--- config.mk ---
export PLATFORM = sky130hd
export DESIGN_NAME = aft_merge
export DESIGN_NICKNAME = d
export VERILOG_FILES = /design/src/design/aft_pkg.sv /design/src/design/aft_merge.sv
export SDC_FILE = /design/constraint.sdc
export NUM_CORES = 1
export LEC_CHECK = 0
export BUFFER_PORTS_ARGS = -buffer_cell sky130_fd_sc_hd__buf_4
export CAP_MARGIN = 40
export CORE_MARGIN = 3
export CORE_UTILIZATION = 34
export DETAILED_ROUTE_END_ITERATION = 8
export PLACE_DENSITY_LB_ADDON = 0.1
export REMOVE_ABC_BUFFERS = 1
export SLEW_MARGIN = 10
export SYNTH_ARGS = -nofsm -noshare
export SYNTH_HDL_FRONTEND = slang
export SYNTH_SLANG_ARGS = --single-unit
export TNS_END_PERCENT = 30
--- constraint.sdc ---
create_clock -name clk -period 0.95 [get_ports clk]
set_input_delay 0.095 -clock clk [delete_from_list [all_inputs] [get_ports clk]]
set_output_delay 0.095 -clock clk [all_outputs]
set_load 0.02 [all_outputs]
--- src/design/aft_pkg.sv ---
// Shared types and constants for the ACES filmic tone-map block.
package aft_pkg;

  // Default channel format: unsigned Q8.16
  localparam int unsigned FRACTION_BITS_DEF = 16;
  localparam int unsigned INTEGER_BITS_DEF  = 8;

  // One lane per color channel
  localparam int unsigned NUM_LANES = 3;
  localparam int unsigned PIX_BITS  = 8;
  localparam int unsigned OUT_W     = NUM_LANES * PIX_BITS;

  // Configuration register indexes
  localparam int unsigned CFG_IDX_W = 2;
  typedef enum logic [CFG_IDX_W-1:0] {
    CFG_BYPASS_ENABLE = 2'd0,
    CFG_BG_RED        = 2'd1,
    CFG_BG_GREEN      = 2'd2,
    CFG_BG_BLUE       = 2'd3
  } cfg_reg_t;

  // Result of one lane for one pixel
  typedef struct packed {
    logic                valid;
    logic                byp;
    logic [PIX_BITS-1:0] pix;
  } lane_out_t;

endpackage

--- src/design/aft_merge.sv ---
// Output stage: joins the three lane results into one pixel transaction.
module aft_merge (
  input  logic                                 clk,
  input  logic                                 rst_n,
  input  aft_pkg::lane_out_t                   lane_i [aft_pkg::NUM_LANES],
  output logic                                 en_o,
  output logic                                 out_tvalid,
  input  logic                                 out_tready,
  output logic [aft_pkg::OUT_W-1:0]            out_tdata,  // red_byte, green_byte, blue_byte
  output logic                                 out_tuser   // was_bypassed
);
  import aft_pkg::*;

  logic             valid_r;
  logic [OUT_W-1:0] data_r;
  logic             user_r;
  logic [OUT_W-1:0] data_nxt;

  // Pipeline moves whenever the output slot is free or being emptied
  assign en_o = !valid_r || out_tready;

  // Pack lane bytes, red lowest
  always_comb begin
    data_nxt = '0;
    for (int i = 0; i < NUM_LANES; i++) begin
      data_nxt[i*PIX_BITS +: PIX_BITS] = lane_i[i].pix;
    end
  end

  always_ff @(posedge clk) begin
    if (!rst_n) begin
      valid_r <= 1'b0;
    end else if (en_o) begin
      valid_r <= lane_i[0].valid;
      data_r  <= data_nxt;
      user_r  <= lane_i[0].byp;
    end
  end

  assign out_tvalid = valid_r;
  assign out_tdata  = data_r;
  assign out_tuser  = user_r;

endmodule

==> Flow_metrics.wiki <==
{| class="wikitable"
! Metric !! Value
|-
| Outcome || complete, but fails checks
|-
| Violated checks || negative setup slack
|-
| Worst setup skew after layout || about 0.0031 ns
|-
| Maximum operating frequency || 921.4 MHz
|-
| Start of the worst register-to-register path || out_tvalid$_SDFFE_PN0P_
|-
| Number of global-route vias before repair || 644
|-
| Clock input transition at the sequential cells of the worst setup and hold paths || ~0.13 ns
|-
| Final number of max-transition violations || 0
|-
| Number of warnings printed during yosys synthesis || 0
|-
| Clock H-tree levels || 1
|-
| Capturing instance or port of the critical path || en_o
|-
| Final Net Count || about 160
|-
| Worst supply voltage drop on vdd || about 0.0012 V
|-
| Sequential element share of the synthesized area || a little over nine tenths
|-
| Distinct cells, synth || 6
|-
| Sum Neg Setup Slack || -3.004 ns
|-
| Startpoint Class || flop
|-
| Setup slack of the critical path after layout || -0.1353 ns
|-
| Antenna fix cells || 0
|-
| Portion of total power attributed to the clock network || roughly 20%
|-
| Crit path capture type || output pin
|-
| Fraction of power spent switching nets || ~22%
|-
| Leakage component of the power || around 0.76 nW
|-
| Total power of the final layout || about 2.3 mW
|-
| Placed cell area || 1304 um2
|-
| 1st-iter DRT viols || 11
|-
| Number of register bits inferred by synthesis || 26
|-
| TritonCTS clock tree || yes
|-
| Category of the critical setup timing path || reg -> out
|-
| Detailed Place HPWL || between 1000 and 1500 um
|-
| Effective utilization at floorplan || approximately 36%
|-
| Share of cells above drive strength 1 || a little under three fifths
|-
| TritonCTS buffer count || 3
|-
| Final global-route overflow total || 0
|-
| Cell Pwr Density || 1320 nW/um2
|-
| Total Routed Length || around 2200 um
|-
| Area of the core region || 2233 um2
|-
| Initial antenna violation count || 0
|-
| Most common cell after layout, fill and taps aside || sky130_fd_sc_hd__buf_4
|-
| Worst R2R End || out_tdata[10]$_DFFE_PP_
|-
| Crit-path max FO || 2
|-
| Area growth, synth to finish || 119.2%
|-
| Vertical die dimension || ~55 um
|-
| Switch Pwr || between 0.5 and 0.6 mW
|-
| Power share of the sequential group || 58.5%
|-
| Clock root buffer || sky130_fd_sc_hd__clkbuf_4
|-
| Detailed-routing iteration count for the pre-antenna-repair pass || 3
|-
| Hold Crit Class || in -> reg
|-
| Synthesized area || approximately 810 um2
|-
| Required time of the worst setup path || 0.85 ns
|-
| Number of cells on the worst reg-to-reg path || 3
|-
| Worst-path cell chain || nand2b_4, buf_6, buf_6
|-
| Ports placed on the boundary || 60
|-
| Die Outline Area || 2998 um2
|-
| Worst Max-Slew Pin Slew || 0.1328 ns
|-
| Commonest non-fill, non-tap cells in the layout || sky130_fd_sc_hd__buf_4, sky130_fd_sc_hd__buf_6, sky130_fd_sc_hd__dlygate4sd3_1, sky130_fd_sc_hd__edfxtp_1, sky130_fd_sc_hd__clkbuf_4
|-
| Combinational power share || between 20% and 30%
|-
| Drc violations || 0
|-
| Detailed-route wire length per cell || 14.27 um
|-
| Total global-route track usage || 14.98%
|-
| Largest net degree at the start of global routing || 15
|-
| Slew margin rel. || roughly nine tenths
|-
| Internal reg-to-reg setup slack || -0.12 ns
|-
| Routability-driven placement congestion ratio || ~0.66
|-
| Horizontal die dimension || 54.76 um
|-
| Final instance area || approximately 1800 um2
|-
| Data arrival at the endpoint of the critical path || between 0.9 and 1 ns
|-
| Slowest stage cell, crit path || sky130_fd_sc_hd__dfxtp_2
|-
| Wire length of the first global-routing pass || 2973 um
|-
| Library cell appearing most often on the critical path || sky130_fd_sc_hd__buf_6
|-
| Count of vias placed by the detailed router || between 600 and 700
|-
| Clk Latency, worst-skew pair || around 0.32 ns
|-
| Remaining antenna violation count || 0
|-
| Hold Violations, Final || 0
|-
| Clock sink total || 26
|-
| Max incr delay on CP || ~0.38 ns
|-
| # port buffers || 55
|-
| Clock period minus final worst setup slack || 1.085 ns
|-
| Syn_area_per_cell || 26.94 um2
|-
| Vias per cell || about 4.2
|-
| Synthesized netlist cell count || 30
|-
| Max cap viols || 0
|-
| RSZ-0062 raised after global routing || yes
|-
| Buffer depth of the longest clock path || 2
|-
| Final period util || 114.2%
|-
| Setup violation total in the final timing report || 52
|-
| Site row count || 17
|-
| CP Launch Point || out_tvalid$_SDFFE_PN0P_
|-
| Total internal power || around 1.8 mW
|}
layout make-up:
cell class / count / area [um2]
timing repair buffer: 89 / 900.9
multi-input combinational: 3 / 33.78
fill: 130 / 461.7
inverter: 1 / 3.754
tap: 28 / 35.03
clock buffer: 3 / 22.52
clock inverter: 1 / 3.754
sequential: 26 / 772.0
timing repair:
item	CTS	global route
endpoints found under the setup margin	52	52
hold buffers	27	0
buffers inserted	2	0
hold endpoints to repair	26	0
gates cloned	0	2
pin swaps	0	1
resized for setup	28	1
logic make-up after synthesis:
family	synth area share (%)
DFF	95.36
and+or+nand+nor	2.786
AOI/OAI and AO/OA	1.393
buffers and inverters	0.4640
cell usage after synthesis:
library cell,number,share of area (%)
sky130_fd_sc_hd__dfxtp_1,1,2.5
sky130_fd_sc_hd__edfxtp_1,25,93
sky130_fd_sc_hd__and2_4,1,1.1
sky130_fd_sc_hd__inv_1,1,0.46
sky130_fd_sc_hd__a21boi_2,1,1.4
sky130_fd_sc_hd__nand2b_4,1,1.7
registers in the layout, indices dropped and copies added, names as in the netlist:
name	count
out_tdata	24
out_tuser	1
out_tvalid	1
per-layer routing:
layer | wire length (um) | up-vias | share of wire, % | GRT usage [%]
met2 | 1295 | 34 | 60 | 28.74
met3 | 130 | 3 | 6.0 | 3.542
met4 | 34 | 0 | 1.6 | 6.224
met1 | 694 | 293 | 32 | 15.04
li1 | - | 300 | - | -
met5 | 0 | - | 0 | 0
power groups by stage:
stage          logic [mW]  clock network, mW  registers (mW)
2_1_floorplan      0.0342                  0            1.47
3_3_place_gp        0.338                  0            1.38
3_5_place_dp        0.342                  0            1.38
4_1_cts             0.475              0.486            1.37
5_1_grt             0.540              0.540            1.37
6_report            0.508              0.463            1.37
how the worst min path moves through the flow:
stage | cells after the start | start | end | slack [ns]
6_report | 5 | out_tready | out_tvalid$_SDFFE_PN0P_ | 0.22
5_1_grt | 5 | out_tready | out_tvalid$_SDFFE_PN0P_ | 0.21
4_1_cts | 5 | out_tready | out_tvalid$_SDFFE_PN0P_ | 0.20
3_5_place_dp | 1 | lane_i[2] | out_tdata[18]$_DFFE_PP_ | 0.27
3_3_place_gp | 1 | lane_i[12] | out_tdata[10]$_DFFE_PP_ | 0.27
2_1_floorplan | 0 | lane_i[20] | out_tdata[0]$_DFFE_PP_ | 0.19
through the flow:
step,setup slack [ns],hold WS (ns),std cells,util (%)
after detailed placement,-0.05854,0.2746,116,58.38
after floorplan,-0.2070,0.1939,30,-
after global placement,-0.03322,0.2735,116,58.38
after CTS,-0.1360,0.1994,149,76.92
after global routing,-0.1974,0.2136,151,79.33
final,-0.1353,0.2192,151,79.33
worst max-delay path, delay by kind of cell (launching register included):
family                 cells  cell delay [ns]
DFF                        1             0.38
and+or+nand+nor            1             0.06
buffers and inverters      2             0.23
No activity file was read; power rests on OpenSTA's default activity.
